**config.mk**
```make
export PLATFORM = sky130hd
export DESIGN_NAME = ordered_queue_with_search_delete
export DESIGN_NICKNAME = d
export VERILOG_FILES = /design/src/hw/rtl/oqsd_pkg.sv /design/src/hw/rtl/oqsd_ram.sv /design/src/hw/rtl/oqsd_ctrl.sv /design/src/hw/rtl/oqsd_dp.sv /design/src/hw/rtl/ordered_queue_with_search_delete.sv
export SDC_FILE = /design/constraint.sdc
export NUM_CORES = 1
export LEC_CHECK = 0
export ABC_AREA = 0
export BUFFER_PORTS_ARGS = -buffer_cell sky130_fd_sc_hd__buf_2
export CAP_MARGIN = 20
export CORE_ASPECT_RATIO = 0.7
export CORE_MARGIN = 2
export CORE_UTILIZATION = 40
export CTS_CLUSTER_DIAMETER = 200
export DETAILED_ROUTE_END_ITERATION = 7
export HOLD_SLACK_MARGIN = 0.06
export SLEW_MARGIN = 40
export SYNTH_ARGS = -nofsm -noshare
export SYNTH_HDL_FRONTEND = slang
export SYNTH_SLANG_ARGS = --single-unit
```
**constraint.sdc**
```tcl
create_clock -name clk -period 5.79 [get_ports clk]
set_input_delay 1.158 -clock clk [delete_from_list [all_inputs] [get_ports clk]]
set_output_delay 1.158 -clock clk [all_outputs]
set_load 0.1 [all_outputs]
```
**src/hw/rtl/oqsd_pkg.sv**
```systemverilog
// ----------------------------------------------------------------------------
// oqsd_pkg: shared types and constants for the ordered queue
// Sizes, request and status codes, controller states and the command and
// status bundles between the controller and the datapath.
// ----------------------------------------------------------------------------
package oqsd_pkg;

  // Queue capacity and derived widths
  localparam int DEPTH  = 16;
  localparam int AW     = (DEPTH > 1) ? $clog2(DEPTH) : 1;  // entry address
  localparam int CW     = $clog2(DEPTH + 1);                // entry count 0..DEPTH
  localparam int VAL_W  = 32;
  localparam int OP_W   = 2;
  localparam int STS_W  = 2;
  localparam int POS_W  = 4;
  localparam int IN_DW  = 40;  // opcode + value, padded to bytes
  localparam int OUT_DW = 40;  // status + result_value + position, padded

  typedef enum logic [OP_W-1:0] {
    OP_INSERT = 2'd0,
    OP_FIND   = 2'd1,
    OP_DELETE = 2'd2,
    OP_POP    = 2'd3
  } op_t;

  typedef enum logic [STS_W-1:0] {
    ST_OK   = 2'd0,
    ST_MISS = 2'd1,
    ST_FULL = 2'd2
  } sts_code_t;

  typedef enum logic [2:0] {
    S_IDLE,
    S_INSERT,
    S_SCAN,
    S_SHIFT,
    S_DONE
  } state_t;

  // Controller to datapath
  typedef struct packed {
    logic load;   // capture a new request
    logic ins;    // append at the tail
    logic scan;   // one step of the search pipeline
    logic shift;  // one step of the compaction pipeline
    logic fin;    // hand the result to the output register
  } dp_cmd_t;

  // Datapath to controller
  typedef struct packed {
    logic is_find;    // request is a find
    logic hit;        // compared entry matches
    logic scan_end;   // every entry has been compared
    logic shift_end;  // compaction finished
    logic out_free;   // output register can take a word
  } dp_sts_t;

endpackage

```
**src/hw/rtl/oqsd_ram.sv**
```systemverilog
// ----------------------------------------------------------------------------
// oqsd_ram: generic single-write, single-read memory
// One write port and one read port; read data is registered.
// ----------------------------------------------------------------------------
module oqsd_ram #(
  parameter int WIDTH = 32,
  parameter int DEPTH = 16
) (
  input  logic                                     clk,
  input  logic                                     we,
  input  logic [((DEPTH > 1) ? $clog2(DEPTH) : 1)-1:0] waddr,
  input  logic [WIDTH-1:0]                         wdata,
  input  logic [((DEPTH > 1) ? $clog2(DEPTH) : 1)-1:0] raddr,
  output logic [WIDTH-1:0]                         rdata
);

  logic [WIDTH-1:0] mem [DEPTH];

  // Write and registered read
  always_ff @(posedge clk) begin
    if (we) begin
      mem[waddr] <= wdata;
    end
    rdata <= mem[raddr];
  end

endmodule

```
**src/hw/rtl/oqsd_ctrl.sv**
```systemverilog
// ----------------------------------------------------------------------------
// oqsd_ctrl: request sequencer
// Steps each request through insert or search, compaction after a delete or pop match, and result handoff.
// ----------------------------------------------------------------------------
module oqsd_ctrl
  import oqsd_pkg::*;
(
  input  logic    clk,
  input  logic    rst_n,
  input  logic    in_valid,
  input  op_t     in_op,
  output logic    in_ready,
  input  dp_sts_t sts,
  output dp_cmd_t cmd
);

  state_t state_r, state_nxt;

  // Advance state
  always_ff @(posedge clk) begin
    if (!rst_n) begin
      state_r <= S_IDLE;
    end else begin
      state_r <= state_nxt;
    end
  end

  // Next state
  always_comb begin
    state_nxt = state_r;
    unique case (state_r)
      S_IDLE: begin
        if (in_valid) begin
          state_nxt = (in_op == OP_INSERT) ? S_INSERT : S_SCAN;
        end
      end
      S_INSERT: begin
        state_nxt = S_DONE;
      end
      S_SCAN: begin
        priority if (sts.hit) begin
          state_nxt = sts.is_find ? S_DONE : S_SHIFT;
        end else if (sts.scan_end) begin
          state_nxt = S_DONE;
        end
      end
      S_SHIFT: begin
        if (sts.shift_end) begin
          state_nxt = S_DONE;
        end
      end
      S_DONE: begin
        if (sts.out_free) begin
          state_nxt = S_IDLE;
        end
      end
      default: state_nxt = S_IDLE;
    endcase
  end

  // Commands
  always_comb begin
    cmd      = '0;
    in_ready = 1'b0;
    unique case (state_r)
      S_IDLE: begin
        in_ready = 1'b1;
        cmd.load = in_valid;
      end
      S_INSERT: cmd.ins   = 1'b1;
      S_SCAN:   cmd.scan  = 1'b1;
      S_SHIFT:  cmd.shift = 1'b1;
      S_DONE:   cmd.fin   = 1'b1;
      default: ;
    endcase
  end

  // A found entry always ends the search
  a_hit_leaves_scan: assert property (@(posedge clk) disable iff (!rst_n)
    (state_r == S_SCAN && sts.hit) |=> (state_r == S_DONE || state_r == S_SHIFT))
    else $error("search did not stop on a match");

  // Compaction only follows a successful search
  a_shift_after_hit: assert property (@(posedge clk) disable iff (!rst_n)
    $rose(state_r == S_SHIFT) |-> $past(sts.hit))
    else $error("compaction started without a match");

  // A finished result is handed over before a new word is taken
  a_done_to_idle: assert property (@(posedge clk) disable iff (!rst_n)
    (state_r == S_DONE && !sts.out_free) |=> (state_r == S_DONE))
    else $error("left result stage while output was full");

endmodule

```
**src/hw/rtl/oqsd_dp.sv**
```systemverilog
// ----------------------------------------------------------------------------
// oqsd_dp: queue storage and search datapath
// Holds the entry memory, count, search and compaction pointers, the result
// fields and the output register.
// ----------------------------------------------------------------------------
module oqsd_dp
  import oqsd_pkg::*;
(
  input  logic                    clk,
  input  logic                    rst_n,
  input  dp_cmd_t                 cmd,
  output dp_sts_t                 sts,
  input  op_t                     in_op,
  input  logic [VAL_W-1:0]        in_value,
  output logic                    out_valid,
  input  logic                    out_ready,
  output logic [STS_W-1:0]        out_status,
  output logic [VAL_W-1:0]        out_result,
  output logic [POS_W-1:0]        out_position
);

  // Request and working registers
  op_t              op_r;
  logic [VAL_W-1:0] value_r;
  logic [CW-1:0]    count_r, count_nxt;
  logic [CW-1:0]    idx_r, idx_nxt;    // next address to read
  logic [AW-1:0]    pidx_r, pidx_nxt;  // address whose data is on rdata
  logic             pend_r, pend_nxt;  // rdata holds a requested entry
  sts_code_t        status_r, status_nxt;
  logic [VAL_W-1:0] rv_r, rv_nxt;
  logic [AW-1:0]    pos_r, pos_nxt;

  // Output register
  logic             ovalid_r;
  logic [STS_W-1:0] ostatus_r;
  logic [VAL_W-1:0] oresult_r;
  logic [POS_W-1:0] opos_r;

  // Memory port
  logic             we;
  logic [AW-1:0]    waddr;
  logic [VAL_W-1:0] wdata;
  logic [AW-1:0]    raddr;
  logic [VAL_W-1:0] rdata;

  logic rd_issue;
  logic full;
  logic hit;

  oqsd_ram #(
    .WIDTH (VAL_W),
    .DEPTH (DEPTH)
  ) u_ram (
    .clk   (clk),
    .we    (we),
    .waddr (waddr),
    .wdata (wdata),
    .raddr (raddr),
    .rdata (rdata)
  );

  assign rd_issue = (idx_r < count_r);
  assign full     = (count_r == CW'(DEPTH));
  assign hit      = pend_r && ((op_r == OP_POP) || (rdata == value_r));

  // Status to the controller
  always_comb begin
    sts.is_find   = (op_r == OP_FIND);
    sts.hit       = hit;
    sts.scan_end  = (idx_r == count_r);
    sts.shift_end = !pend_r && !rd_issue;
    sts.out_free  = !ovalid_r || out_ready;
  end

  // Memory addressing: search and compaction read one entry ahead
  always_comb begin
    raddr = idx_r[AW-1:0];
    we    = 1'b0;
    waddr = pidx_r - AW'(1);
    wdata = rdata;
    if (cmd.ins) begin
      we    = !full;
      waddr = count_r[AW-1:0];
      wdata = value_r;
    end else if (cmd.shift) begin
      we    = pend_r;
    end
  end

  // Next values of the working registers
  always_comb begin
    count_nxt  = count_r;
    idx_nxt    = idx_r;
    pidx_nxt   = pidx_r;
    pend_nxt   = pend_r;
    status_nxt = status_r;
    rv_nxt     = rv_r;
    pos_nxt    = pos_r;
    priority if (cmd.load) begin
      idx_nxt    = '0;
      pend_nxt   = 1'b0;
      status_nxt = ST_OK;
      rv_nxt     = '0;
      pos_nxt    = '0;
    end else if (cmd.ins) begin
      if (full) begin
        status_nxt = ST_FULL;
      end else begin
        count_nxt = count_r + CW'(1);
      end
    end else if (cmd.scan) begin
      pidx_nxt = idx_r[AW-1:0];
      if (hit) begin
        // hold idx at match + 1 and drop the read in flight
        pend_nxt = 1'b0;
        pos_nxt  = pidx_r;
        if (op_r != OP_FIND) begin
          rv_nxt = rdata;
        end
      end else begin
        pend_nxt = rd_issue;
        if (rd_issue) begin
          idx_nxt = idx_r + CW'(1);
        end else begin
          status_nxt = ST_MISS;
        end
      end
    end else if (cmd.shift) begin
      pidx_nxt = idx_r[AW-1:0];
      pend_nxt = rd_issue;
      if (rd_issue) begin
        idx_nxt = idx_r + CW'(1);
      end
      if (!pend_r && !rd_issue) begin
        count_nxt = count_r - CW'(1);
      end
    end
  end

  // Control registers
  always_ff @(posedge clk) begin
    if (!rst_n) begin
      count_r  <= '0;
      pend_r   <= 1'b0;
      ovalid_r <= 1'b0;
    end else begin
      count_r <= count_nxt;
      pend_r  <= pend_nxt;
      if (cmd.fin && sts.out_free) begin
        ovalid_r <= 1'b1;
      end else if (out_ready) begin
        ovalid_r <= 1'b0;
      end
    end
  end

  // Payload registers
  always_ff @(posedge clk) begin
    if (cmd.load) begin
      op_r    <= in_op;
      value_r <= in_value;
    end
    idx_r    <= idx_nxt;
    pidx_r   <= pidx_nxt;
    status_r <= status_nxt;
    rv_r     <= rv_nxt;
    pos_r    <= pos_nxt;
    if (cmd.fin && sts.out_free) begin
      ostatus_r <= status_r;
      oresult_r <= rv_r;
      opos_r    <= POS_W'(pos_r);
    end
  end

  assign out_valid    = ovalid_r;
  assign out_status   = ostatus_r;
  assign out_result   = oresult_r;
  assign out_position = opos_r;

  // Count stays within capacity
  a_count_range: assert property (@(posedge clk) disable iff (!rst_n)
    count_r <= CW'(DEPTH))
    else $error("entry count above capacity");

  // Count moves by at most one per cycle
  a_count_step: assert property (@(posedge clk) disable iff (!rst_n)
    (count_r == $past(count_r)) || (count_r == $past(count_r) + CW'(1)) ||
    (count_r + CW'(1) == $past(count_r)))
    else $error("entry count jumped");

  // Data on the read port always belongs to a live entry
  a_pend_live: assert property (@(posedge clk) disable iff (!rst_n)
    pend_r |-> (CW'(pidx_r) < count_r))
    else $error("compared or moved an entry beyond the count");

endmodule

```
**src/hw/rtl/ordered_queue_with_search_delete.sv**
```systemverilog
// ----------------------------------------------------------------------------
// ordered_queue_with_search_delete: bounded ordered queue with search/delete
// Keeps up to DEPTH signed 32-bit entries in arrival order in one memory.
// ----------------------------------------------------------------------------
// Usage:
//   Each input word carries an opcode (insert, find, delete, pop) and a
//   value; each request gives exactly one result word with a status, the
//   popped or deleted value and the position of the matched entry.
//   A new request is taken only when the previous one has left the
//   sequencer; a finished result may still wait in the output register.
//   Insert appends at the tail and hands over its result. Find searches
//   from the front and stops at the first match or at the end of the
//   queue. Delete and pop add a compaction pass after the match. The
//   single read port of the entry memory sets the pace: search and
//   compaction each move one entry per cycle.
//   Reset empties the queue; memory contents are not cleared, since only
//   entries below the count are ever read.
//   When the receiver stalls, the result holds in the output register and
//   the block stops taking requests after the next one is finished.
// ----------------------------------------------------------------------------
module ordered_queue_with_search_delete
  import oqsd_pkg::*;
(
  input  logic              clk,
  input  logic              rst_n,
  input  logic              in_tvalid,
  output logic              in_tready,
  input  logic [IN_DW-1:0]  in_tdata,   // [1:0] opcode, [33:2] value, [39:34] zero
  output logic              out_tvalid,
  input  logic              out_tready,
  output logic [OUT_DW-1:0] out_tdata   // [1:0] status, [33:2] result_value,
                                        // [37:34] position, [39:38] zero
);

  dp_cmd_t          cmd;
  dp_sts_t          sts;
  op_t              in_op;
  logic [VAL_W-1:0] in_value;
  logic [STS_W-1:0] out_status;
  logic [VAL_W-1:0] out_result;
  logic [POS_W-1:0] out_position;

  // Unpack the request word
  assign in_op    = op_t'(in_tdata[OP_W-1:0]);
  assign in_value = in_tdata[OP_W +: VAL_W];

  oqsd_ctrl u_ctrl (
    .clk      (clk),
    .rst_n    (rst_n),
    .in_valid (in_tvalid),
    .in_op    (in_op),
    .in_ready (in_tready),
    .sts      (sts),
    .cmd      (cmd)
  );

  oqsd_dp u_dp (
    .clk          (clk),
    .rst_n        (rst_n),
    .cmd          (cmd),
    .sts          (sts),
    .in_op        (in_op),
    .in_value     (in_value),
    .out_valid    (out_tvalid),
    .out_ready    (out_tready),
    .out_status   (out_status),
    .out_result   (out_result),
    .out_position (out_position)
  );

  // Pack the result word
  assign out_tdata = {{(OUT_DW - STS_W - VAL_W - POS_W){1'b0}},
                      out_position, out_result, out_status};

endmodule

```
# [Word-level counts from Yosys, hierarchy flattened]
# Memories as Yosys holds them, arrays and structs flattened. A register that Yosys moved wholly into a read port is not among the register bits.
# Cells that the tools add are included.
[word_totals] latchBits=0 n_memories=1 register_bits=129 input_bits=44 wordCells=109 ramBits=512 out_inout_bits=42 mem_bits_ro=0
[mem_list] name="u_dp.u_ram.mem" words=16 word_bits=32 rd=1 rd_ports_with_merged_regs=1 wr=1 line="oqsd_ram.sv:17" source="logic [WIDTH-1:0] mem [DEPTH];"
[classes] add_sub_neg=4 order_cmp=1 n_mul=0 n_mux=41 div_mod_pow=0 n_shift=0 n_eq_ne=20 bitwise_logic=3 n_reduce_logical=25
[ops] op="5-bit 2-to-1 mux" n=9
[ops] op="32-bit equality test" n=1
[ops] op="32-bit 2-to-1 mux" n=1
[ops] op="3-bit 2-to-1 mux" n=6
[ops] op="1-bit 2-to-1 mux" n=15
[ops] op="3-bit case mux with 5 select lines" n=1
[ops] op="2-bit 2-to-1 mux" n=6
[ops] op="4-bit 2-to-1 mux" n=3
[ops] op="2-bit != test, second input constant" n=6
[ops] op="4-bit AND reduction" n=3
[ops] op="5-bit by 1-bit adder with 5-bit output, second input constant" n=2
[ops] op="2-bit nonzero test" n=5
[ops] op="3-bit AND reduction" n=3
[ops] op="2-bit by 1-bit != test with 1-bit output, second input constant" n=4
[ops] op="3-bit by 2-bit equality test with 1-bit output, second input constant" n=2
[ops] op="5-bit equality test" n=1
[ops] op="5-bit equality test, second input constant" n=1
[ops] op="5-bit < comparator" n=1
[ops] op="5-bit AND reduction" n=1
[ops] op="5-bit by 1-bit subtractor with 5-bit output, second input constant" n=1
[ops] op="1-bit logical NOT" n=4
[ops] op="4-bit by 1-bit subtractor with 4-bit output, second input constant" n=1
[ops] op="3-bit by 1-bit equality test with 1-bit output, second input constant" n=1
[ops] op="3-bit equality test, second input constant" n=1
[ops] op="other kinds (10)" n=15

# [Depth between registers and ports, before layout]
# Gate-level depths: netlist of the first run.
[depth] ltp_word=7 mapped_depth=13 ltp_nobuf=10

# [By module]
# From an unflattened synthesis of the first run, not the netlist that was laid out.
[hier_totals] cells_unflattened=1335 hier_area_um2=25659.6
[modules_own_cells] mod="oqsd_ram" n_inst=1 area_each_um2=19835.3 cells_per_inst=838
[modules_own_cells] mod="oqsd_dp" n_inst=1 area_each_um2=5476.5 cells_per_inst=454
[modules_own_cells] mod="oqsd_ctrl" n_inst=1 area_each_um2=329.1 cells_per_inst=40
[modules_own_cells] mod="ordered_queue_with_search_delete" n_inst=1 area_each_um2=18.8 cells_per_inst=3

# [Worst setup path before layout of the first run]
# No wires, ideal clock.
[synth_path] path_kind="register to register" start="reg u_ctrl.state_r[1]" end="reg u_dp.op_r[0] (enable)" setup_ns=0.412 period_less_slack_ns=4.997 arrival_ns=4.585 required_ns=5.378 setup_slack_ns=0.793 path_stages_with_launch=6 path_cell_list="dfxtp_1 -> buf_2 -> nor3_1 -> nand2_1 -> inv_1 -> clkbuf_1"
[synth_rtl] item="start: declaration" line="oqsd_ctrl.sv:17" source="state_t state_r, state_nxt;"
[synth_rtl] item="start signal: assignment" line="oqsd_ctrl.sv:24" source="state_r <= state_nxt;"
[synth_rtl] item="end signal: assignment" line="oqsd_dp.sv:160" source="op_r <= in_op;"
[synth_rtl] item="end: declaration" line="oqsd_dp.sv:23" source="op_t op_r;"

# [Final worst setup path of the first run]
[layout_path] start="reg u_ctrl.state_r[2]" end="mem u_dp.u_ram.mem[15][19] (enable)"
[layout_between] elab_chain_len=6 elab_cells_between_ends=9 cone_classes="eq/ne: 2; mux: 7"
[layout_rtl] item="3-bit by 2-bit equality test with 1-bit output" line="oqsd_ctrl.sv:65" source="unique case (state_r)"
[layout_rtl] item="1-bit 2-to-1 mux" line="oqsd_ctrl.sv:65"
[layout_rtl] item="1-bit 2-to-1 mux" line="oqsd_dp.sv:85" source="end else if (cmd.shift) begin"
[layout_rtl] item="1-bit 2-to-1 mux" line="oqsd_dp.sv:81" source="if (cmd.ins) begin"
[layout_rtl] item="1-bit 2-to-1 mux" line="oqsd_ram.sv:21" source="if (we) begin"
[layout_rtl] item="1-bit 2-to-1 mux (implied by the code)" line="oqsd_ram.sv:22" source="mem[waddr] <= wdata;"
[layout_rtl] item="end: declaration" line="oqsd_ram.sv:17"
# Several ways; a longest one is shown, not always the timed one.

==> results of run 1 <==
## per-layer routing
layer | wire length (um) | up-vias | GRT usage (%)
li1 | - | 5286 | -
met1 | 26700 | 6485 | 26.7
met2 | 26100 | 345 | 26.4
met3 | 3530 | 80 | 4.01
met4 | 1050 | 0 | 4.11
met5 | 0 | - | 0
## worst max-delay path: stages, from the launching register on
cell and delay [ps]:
dfxtp_1 410, and2b_1 270, nor2b_4 160, inv_2 280, buf_4 540, o21ai_0 240, nand2b_1 370, nor2_4 700
buf_4 460
## final timing paths
| check | from | end | slack, ps | cells past startpoint |
|---|---|---|---|---|
| hold / removal | u_dp.rv_r[4] | u_dp.out_result[4] | 430 | 0 |
| hold reg to reg | u_dp.rv_r[4] | u_dp.out_result[4] | 430 | 0 |
| setup reg to reg | u_ctrl.state_r[2] | u_dp.u_ram.mem[15][19] | 1950 | 8 |
| setup / recovery | u_ctrl.state_r[2] | u_dp.u_ram.mem[15][19] | 1950 | 8 |
## stage by stage
step | cell area (um2) | std cells | util (%) | hold slack [ps]
6_report | 29300 | 2263 | 46.5 | 432
5_1_grt | 29300 | 2263 | 46.5 | 439
4_1_cts | 29300 | 2261 | 46.4 | 433
3_5_place_dp | 27100 | 2142 | 43.0 | 419
3_3_place_gp | 26900 | 2137 | 42.7 | 417
2_1_floorplan | 25400 | 1261 | - | 408
## layout by cell type (no fill, tap or decap), types with 5 or more instances in the layout
| cell | count |
|---|---|
| edfxtp_1 | 588 |
| mux4_2 | 160 |
| nand2_1 | 119 |
| dfxtp_1 | 81 |
| buf_2 | 77 |
| clkbuf_16 | 70 |
| nor2_1 | 45 |
| mux2i_1 | 38 |
| xor2_1 | 32 |
| buf_4 | 22 |
| clkbuf_1 | 20 |
| nor2_4 | 17 |
| inv_1 | 14 |
| a21oi_1 | 10 |
| ha_1 | 10 |
| nand3_1 | 7 |
| nor4_1 | 7 |
| clkinv_1 | 7 |
| a21o_1 | 6 |
| o21ai_0 | 6 |
| xnor2_1 | 6 |
| clkbuf_8 | 6 |
| bufinv_16 | 6 |
| clkinv_2 | 5 |
| buf_16 | 5 |
## power by group through the flow
stage	sequential [mW]	clock [mW]	combinational (mW)
after floorplan	5.88	0	0.862
after global placement	5.86	0	1.26
after detailed placement	5.86	0	1.31
after CTS	5.76	4.45	1.32
after global routing	5.75	4.65	1.43
final	5.74	4.35	1.32
## flip-flops by register name, summed over array words and instances, names as in the netlist, 3 cells and up
register,cells
u_dp.pos_r,4
u_ctrl.state_r,3
u_dp.out_result,32
u_dp.u_ram.mem,512
u_dp.pidx_r,4
u_dp.u_ram.rdata,32
u_dp.rv_r,32
u_dp.idx_r,5
u_dp.value_r,32
u_dp.out_position,4
u_dp.count_r,5
## cells by family (layout without fill, tap and decap cells)
logic type / Yosys count / in the layout / share of synthesized area [%]
adder cells (fa/ha/maj): 11 / 11 / 0.572
multiplexers: 198 / 198 / 15.7
AND/OR/NAND/NOR: 220 / 220 / 3.62
buffers and inverters: 72 / 245 / 1.24
other: 1 / 2 / 0.0148
flip-flops: 673 / 673 / 76.2
AO/OA/AOI/OAI: 47 / 47 / 1.33
XOR/XNOR: 38 / 38 / 1.31
## cell type report
type	instances	area share [%]
Clock buffer	96	6.52
Sequential cell	673	66.1
Timing Repair Buffer	110	2.65
Multi-Input combinational cell	516	20.0
Tap cell	829	3.54
Inverter	16	0.209
Clock inverter	23	0.965
==> metrics.cfg, run 1 <==
[detailed_routing]
ant_nets = 0
drt-vias-per-instance = 5.39
firstDrtPassIters = 5
drt-initial-drc-count = 1341
drc = 0
vias = 12196
wl_per_cell_um = 25.4
routed_wl_um = 57400

[floorplanning]
coreArea_um2 = 63000
die_x_um = 305
io_pins = 86
start_util_pct = 40.3
num_rows = 77
dieArea_um2 = 65500
die_y_um = 215

[sta]
worst_slew_pin_slew_ps = 831
rsz0062_at_grt = no
slew_headroom_pct = 44.5
fin_crit_ps = 3840
final.period_utilization_pct = 66.3
setup_slack_ps = 1950
finalHoldViolations = 0
setup_viol = 0
skew_ps = 20.0
max_freq_mhz = 261
finalMaxSlewViolations = 0
setup_tns_ps = 0

[power_and_ir_drop]
sw_frac_of_total_pct = 24.2
seqPwrFrac_pct = 50.3
p_comb_share_pct = 11.6
p_clk_share_pct = 38.1
total_power_mw = 11.4
p_switching_mw = 2.76
p_int_mw = 8.64
power_density_nw_per_um2 = 389
p_leak_nw = 9.63
ir_drop_uv = 214

[yosys]
synthTopCellsByCount = edfxtp_1 (588), mux4_2 (160), nand2_1 (119)
yosys.area.top_type = edfxtp_1
netlist_area_um2 = 25400
yosysWarnings = 0
ys_ff_latch = 673
ys_seq_area_share_pct = 76.2
synth_top_cells_by_area = edfxtp_1 (70%), mux4_2 (14%), dfxtp_1 (6.7%)
synth_edf_count = 588
synthCells = 1260
synth_area_per_cell_um2 = 20.2
ys.flop_type = edfxtp_1
synthArstFlopShare_pct = 0
synth_most_common_cell = edfxtp_1
synth.distinct_cells = 47
synth_top_area_share_pct = 69.5

[min_path]
holdCritPathClass = reg -> reg

[worst_setup_path]
crit_path_end_kind = register
start_kind = register
worstPathArrival_ps = 4090
crit_required_ps = 6050
worstPathMaxFanout = 29
path_class = reg -> reg

[place]
post-place-ws_ps = 1960
numPortBuffers = 77
routabilityCongestion = 0.759
post-dp-hpwl_um = 31800

[layout]
nFillCells = 5252
seq_area_um2 = 19400
multi_input_area_um2 = 5870
area_delta_synth_final_pct = 15.4
drive_gt1_share_pct = 27.4
num-nets-final = 1438
antenna_cells = 0

[cts]
cts_setup_buffers = 0
cts_buffers = 66
clk_path_buf_depth = 3
cts_tree = built
hold_buffers = 0
ctsResizeCount = 0
insertion_delay_ps = 600
root_buffer = clkbuf_16
cts.sinks = 673
clk_pin_slew_worst_paths_ps = 60
cts_htree_levels = 3

[global_routing]
grt_max_degree = 68
grt_pass1_vias = 12191
gr-usage-all-layers_pct = 17.7
grt_pass1_wl_um = 84100
grt_overflow = 0
grt_antenna_before_repair = 0

[run_status]
outcome = complete, no violations

[job]
drv_cap = 0

Power figures use the tool's default switching activity.
==> inputs of run 2 (changes only) <==
clock period = 3.4 ns   (was 5.79 ns; I/O delays follow)
==> run 2 against run 1 <==
Net effect: global-route usage up 0.12 points; clock power up 61%; die area unchanged; register-to-register slack worse by 1500 ps; clock skew up 1.3 ps.
==> metrics.cfg, run 2 (synthesized netlist as in run 1, its figures left out) <==
[sta]
worst_slew_pin_slew_ps = 803  ; was 831 ps
finalMaxSlewViolations = 0  ; unchanged
skew_ps = 21.3  ; was 20.0 ps
fin_crit_ps = 2910  ; was 3840 ps
rsz0062_at_grt = no  ; unchanged
finalHoldViolations = 0  ; unchanged
max_freq_mhz = 343  ; was 261 MHz
setup_viol = 0  ; unchanged
final.period_utilization_pct = 85.7  ; was 66.3%
setup_tns_ps = 0  ; unchanged
slew_headroom_pct = 46.5  ; was 44.5%

[global_routing]
grt_max_degree = 133  ; was 68
grt_pass1_vias = 12406  ; was 12.2k
grt_antenna_before_repair = 0  ; unchanged
grt_pass1_wl_um = 85100  ; was 84100 um
gr-usage-all-layers_pct = 17.9  ; was 17.7%
grt_overflow = 0  ; unchanged

[floorplanning]
die_y_um = 215  ; unchanged
start_util_pct = 40.3  ; unchanged
die_x_um = 305  ; unchanged
coreArea_um2 = 63000  ; unchanged
io_pins = 86  ; unchanged
num_rows = 77  ; unchanged
dieArea_um2 = 65500  ; unchanged

[power_and_ir_drop]
p_comb_share_pct = 12.0  ; was 11.6%
p_switching_mw = 4.69  ; was 2.76 mW
seqPwrFrac_pct = 51.2  ; was 50.3%
ir_drop_uv = 425  ; was 214 uV
power_density_nw_per_um2 = 646  ; was 389 nW/um2
sw_frac_of_total_pct = 24.7  ; was 24.2%
p_int_mw = 14.3  ; was 8.64 mW
p_leak_nw = 9.70  ; was 9.63 nW
p_clk_share_pct = 36.8  ; was 38.1%
total_power_mw = 19.0  ; was 11.4 mW

[layout]
drive_gt1_share_pct = 28.8  ; was 27.4%
post-route-util_pct = 46.7  ; was 46.5%
largest_register_ffs = 512  ; unchanged
finalNonFillerCells = 2278  ; was 2263
antenna_cells = 0  ; unchanged
top_register = u_dp.u_ram.mem  ; unchanged
final_common_cell = edfxtp_1  ; unchanged
stdcell_area_um2 = 29400  ; was 29300 um2
num-nets-final = 1451  ; was 1438
layout_common_cells = edfxtp_1 (588), mux4_2 (160), nand2_1 (119)  ; unchanged
area_delta_synth_final_pct = 15.9  ; was 15.4%

[cts]
clk_pin_slew_worst_paths_ps = 70  ; was 60 ps
ctsResizeCount = 0  ; unchanged
cts_setup_buffers = 0  ; unchanged
hold_buffers = 0  ; unchanged
cts_buffers = 61  ; was 66
clk_path_buf_depth = 3  ; unchanged
cts.sinks = 673  ; unchanged
cts_htree_levels = 2  ; was 3
insertion_delay_ps = 640  ; was 600 ps
cts_tree = built  ; unchanged
root_buffer = clkbuf_16  ; unchanged

[worst_setup_path]
critPathSlowestCell = dfxtp_1  ; was nor2_4
worstPathCellList = and2b_1 -> nor2b_4 -> inv_2 -> o21ai_0 -> nand3_1 -> nor2_4 -> buf_12  ; was and2b_1 -> nor2b_4 -> inv_2 -> buf_4 -> o21ai_0 -> nand2b_1 -> nor2_4 -> buf_4
crit_path_end_kind = register  ; unchanged
path_class = reg -> reg  ; unchanged
crit_required_ps = 3710  ; was 6050 ps
worstPathArrival_ps = 3220  ; was 4090 ps
worstPathMaxFanout = 26  ; was 29
start_kind = register  ; unchanged
rrSetupSlack_ps = 490  ; was 1950 ps
critPathMaxStageDelay_ps = 480  ; was 700 ps

[job]
drv_cap = 0  ; unchanged

[detailed_routing]
drt-vias-per-instance = 5.42  ; was 5.39
firstDrtPassIters = 5  ; unchanged
drt-initial-drc-count = 1313  ; was 1341
vias = 12349  ; was 12.2k
wl_per_cell_um = 25.6  ; was 25.4 um
drc = 0  ; unchanged
routed_wl_um = 58400  ; was 57400 um
ant_nets = 0  ; unchanged

[min_path]
holdCritPathClass = in -> reg  ; was reg -> reg

[place]
placed_area_um2 = 27300  ; was 27100 um2
numPortBuffers = 77  ; unchanged
routabilityCongestion = 0.786  ; was 0.759
dp_cells = 2161  ; was 2142
post-dp-hpwl_um = 32700  ; was 31800 um

[run_status]
outcome = complete, no violations  ; unchanged

run 2: final timing paths:
check	startpoint	endpoint	cells past startpoint
max reg2reg	u_ctrl.state_r[0]	u_dp.u_ram.mem[0][6]	7
min	in_tdata[21]	u_dp.value_r[19]	1
max	u_ctrl.state_r[0]	u_dp.u_ram.mem[0][6]	7
min reg2reg	u_dp.rv_r[30]	u_dp.out_result[30]	0
run 2: worst max-delay path, delay by kind of cell, from the launching register on:
kind	cells	cell delay [ps]
flip-flops	1	480
AO/OA/AOI/OAI	1	280
AND/OR/NAND/NOR	4	1390
buffers and inverters	2	430
run 2: area by class of cell:
class / count / area (um2)
clock inverter: 28 / 278
sequential: 673 / 19400
inverter: 16 / 61.3
multi-input combinational: 516 / 5860
tap: 829 / 1040
fill: 5293 / 33600
clock buffer: 88 / 1790
timing repair buffer: 128 / 1020
run 2: power by group through the flow:
stage               logic [mW]  registers (mW)  clock network (mW)
finish                    2.28            9.74                7.00
global route              2.47            9.76                7.48
floorplan                 1.47            10.0                   0
detailed placement        2.31            9.92                   0
global placement          2.26            9.91                   0
CTS                       2.31            9.74                7.16
run 2: per-stage QoR:
step | setup slack (ps) | hold slack [ps]
floorplan | 13.6 | 408
global placement | 550 | 417
detailed placement | 527 | 418
CTS | 512 | 180
global route | 341 | 179
finish | 487 | 214
run 2: layer usage:
layer / global-route usage, % / part of all wire [%]
met5: 0 / 0
met4: 3.86 / 1.6
met3: 3.63 / 6.3
met2: 27.5 / 46
met1: 26.4 / 46
==> inputs of run 3 (changes only) <==
SYNTH_HIERARCHICAL = 1   (was unset)
==> run 3 against run 2 <==
Net effect: sequential cell count did not move; setup slack got worse by 140 ps; clock skew barely moved; die area rose by 1.0%; register-to-register slack got worse by 140 ps; synthesized cell count rose by 6.0%; combinational power barely moved; sequential power fell by 1%; largest power group unchanged.
==> metrics.cfg, run 3 <==
[layout]
nFillCells = 5278  ; was 5293
seq_area_um2 = 19400  ; about the same
layout_common_cells = edfxtp_1 (588), mux4_2 (128), dfxtp_1 (83)  ; was edfxtp_1 (588), mux4_2 (160), nand2_1 (119)
area_delta_synth_final_pct = 15.8  ; was 15.9%
num-nets-final = 1522  ; was 1451
top_register = u_dp/u_ram/mem  ; was u_dp.u_ram.mem
drive_gt1_share_pct = 29.2  ; was 28.8%
largest_register_ffs = 512  ; unchanged
antenna_cells = 0  ; unchanged
stdcell_area_um2 = 29700  ; was 29400 um2
multi_input_area_um2 = 6040  ; was 5860 um2
final_common_cell = edfxtp_1  ; unchanged

[detailed_routing]
drc = 0  ; unchanged
vias = 13282  ; was 12.3k
firstDrtPassIters = 6  ; was 5
drt-initial-drc-count = 1505  ; was 1313
drt-vias-per-instance = 5.65  ; was 5.42
wl_per_cell_um = 26.5  ; was 25.6 um
routed_wl_um = 62200  ; was 58400 um
ant_nets = 0  ; unchanged

[yosys]
yosysWarnings = 6  ; was 0
synth_edf_count = 588  ; unchanged
synth_top_cells_by_area = edfxtp_1 (69%), mux4_2 (11%), dfxtp_1 (6.6%)  ; was edfxtp_1 (70%), mux4_2 (14%), dfxtp_1 (6.7%)
synthTopCellsByCount = edfxtp_1 (588), mux4_2 (128), dfxtp_1 (85)  ; was edfxtp_1 (588), mux4_2 (160), nand2_1 (119)
synthArstFlopShare_pct = 0  ; unchanged
ys.flop_type = edfxtp_1  ; unchanged
synth.distinct_cells = 64  ; was 47
synth_area_per_cell_um2 = 19.2  ; was 20.2 um2
ys_seq_area_share_pct = 75.4  ; was 76.2%
synth_most_common_cell = edfxtp_1  ; unchanged
netlist_area_um2 = 25700  ; was 25400 um2
ys_ff_latch = 673  ; unchanged
synth_top_area_share_pct = 68.8  ; was 69.5%
yosys.area.top_type = edfxtp_1  ; unchanged
synthCells = 1335  ; was 1260

[power_and_ir_drop]
total_power_mw = 19.0  ; about the same
p_clk_share_pct = 37.2  ; was 36.8%
sw_frac_of_total_pct = 25.1  ; was 24.7%
seqPwrFrac_pct = 50.7  ; was 51.2%
ir_drop_uv = 375  ; was 425 uV
p_comb_share_pct = 12.1  ; was 12.0%
p_switching_mw = 4.76  ; was 4.69 mW
power_density_nw_per_um2 = 639  ; was 646 nW/um2
p_leak_nw = 9.48  ; was 9.70 nW
p_int_mw = 14.2  ; was 14.3 mW

[worst_setup_path]
start_kind = register  ; unchanged
critPathSlowestCell = or3b_2  ; was dfxtp_1
worstPathMaxFanout = 14  ; was 26
critPathMaxStageDelay_ps = 610  ; was 480 ps
crit_path_end_kind = register  ; unchanged
crit_top_cell = inv_1
crit_required_ps = 3710  ; about the same
worstPathArrival_ps = 3360  ; was 3220 ps
path_class = reg -> reg  ; unchanged
worstPathCellList = inv_1 -> and3_2 -> inv_1 -> nor3_1 -> nor2_1 -> or3b_2 -> nor3_4 -> buf_4  ; was and2b_1 -> nor2b_4 -> inv_2 -> o21ai_0 -> nand3_1 -> nor2_4 -> buf_12
cpLargestDelayFamily = simple AND/OR/NAND/NOR gates  ; unchanged
crit_buf_inv = 3  ; was 2
rrSetupSlack_ps = 350  ; was 490 ps

[cts]
cts_htree_levels = 2  ; unchanged
cts_tree = built  ; unchanged
ctsResizeCount = 0  ; unchanged
clk_pin_slew_worst_paths_ps = 60  ; was 70 ps
clk_path_buf_depth = 3  ; unchanged
cts_buffers = 61  ; unchanged
cts_setup_buffers = 0  ; unchanged
root_buffer = clkbuf_16  ; unchanged
insertion_delay_ps = 630  ; was 640 ps
hold_buffers = 0  ; unchanged
cts.sinks = 673  ; unchanged

[sta]
rsz0062_at_grt = no  ; unchanged
max_freq_mhz = 328  ; was 343 MHz
slew_headroom_pct = 50.6  ; was 46.5%
skew_ps = 21.5  ; was 21.3 ps
fin_crit_ps = 3050  ; was 2910 ps
final.period_utilization_pct = 89.7  ; was 85.7%
finalMaxSlewViolations = 0  ; unchanged
worst_slew_pin_slew_ps = 741  ; was 803 ps
setup_tns_ps = 0  ; unchanged
finalHoldViolations = 0  ; unchanged
setup_viol = 0  ; unchanged

[global_routing]
grt_max_degree = 133  ; unchanged
gr-usage-all-layers_pct = 18.9  ; was 17.9%
grt_pass1_wl_um = 91600  ; was 85100 um
grt_antenna_before_repair = 0  ; unchanged
grt_overflow = 0  ; unchanged
grt_pass1_vias = 13527  ; was 12.4k

[floorplanning]
io_pins = 86  ; unchanged
start_util_pct = 40.5  ; was 40.3%
dieArea_um2 = 66200  ; was 65500 um2
coreArea_um2 = 63300  ; was 63000 um2
die_y_um = 216  ; was 215 um
num_rows = 77  ; unchanged
die_x_um = 307  ; was 305 um

[place]
post-dp-hpwl_um = 36300  ; was 32700 um
placed_area_um2 = 27600  ; was 27300 um2
routabilityCongestion = 0.746  ; was 0.786
numPortBuffers = 77  ; unchanged

[run_status]
outcome = complete, no violations  ; unchanged

[min_path]
holdCritPathClass = in -> reg  ; unchanged

[job]
drv_cap = 0  ; unchanged

run 3: cell types whose count changed after synthesis, sizes merged, moves of 12 or more:
| cell | before | now |
|---|---|---|
| clkbuf | 21 | 33 |
| a21oi | 10 | 43 |
| a22oi | 0 | 64 |
| o21ai | 8 | 40 |
| mux2i | 38 | 7 |
| nand2 | 119 | 50 |
| mux2 | 0 | 35 |
| nor2 | 62 | 28 |
| nand3 | 7 | 36 |
| mux4 | 160 | 128 |
run 3: worst paths after layout:
path,startpoint,depth (start not counted),to
setup / recovery,u_ctrl/state_r[1],8,u_dp/u_ram/mem[0][0]
hold / removal,in_tdata[2],1,u_dp/value_r[0]
setup reg to reg,u_ctrl/state_r[1],8,u_dp/u_ram/mem[0][0]
hold reg to reg,u_dp/rv_r[8],0,u_dp/out_result[8]
run 3: layout make-up:
class	count	share of cell area, %
clock buffer	78	5.72
clock inverter	38	1.30
inverter	16	0.202
multi-input combinational	573	20.3
sequential	673	65.2
tap	829	3.49
timing repair buffer	142	3.80
run 3: cell families after synthesis:
logic type,count (synthesis),synth area share [%]
buffers and inverters,90,1.63
xor gates and xnor gates,36,1.23
DFF,673,75.4
and+or+nand+nor,174,3.43
AOI/OAI and AO/OA,180,4.65
adders and majority gates,11,0.566
muxes,170,13.0
other,1,0.0146
run 3: worst register-to-register path, stage by stage, from the launching register on:
cell	delay (ps)
dfxtp_1	560
inv_1	130
and3_2	220
inv_1	270
nor3_1	130
nor2_1	260
or3b_2	610
nor3_4	230
buf_4	320
run 3: per-layer routing:
metal	vias up	share of wire [%]	global-route usage [%]
li1	5688	-	-
met1	7102	45	27.9
met2	426	47	29.4
met3	66	6.6	3.26
met4	0	1.6	4.04
met5	-	0	0
run 3: per-stage QoR:
stage	hold WS [ps]	util [%]	instances	setup slack, ps
after floorplan	402	-	1336	-961
after global placement	412	43.5	2228	436
after detailed placement	409	43.6	2231	367
after CTS	189	46.9	2347	355
after global routing	191	47.0	2349	215
final	223	47.0	2349	351
run 3: power by group through the flow:
stage / combinational, mW / sequential [mW] / clock, mW
6_report: 2.29 / 9.64 / 7.06
3_3_place_gp: 2.24 / 9.81 / 0
3_5_place_dp: 2.31 / 9.81 / 0
2_1_floorplan: 1.37 / 10.0 / 0
5_1_grt: 2.47 / 9.66 / 7.54
4_1_cts: 2.32 / 9.64 / 7.21
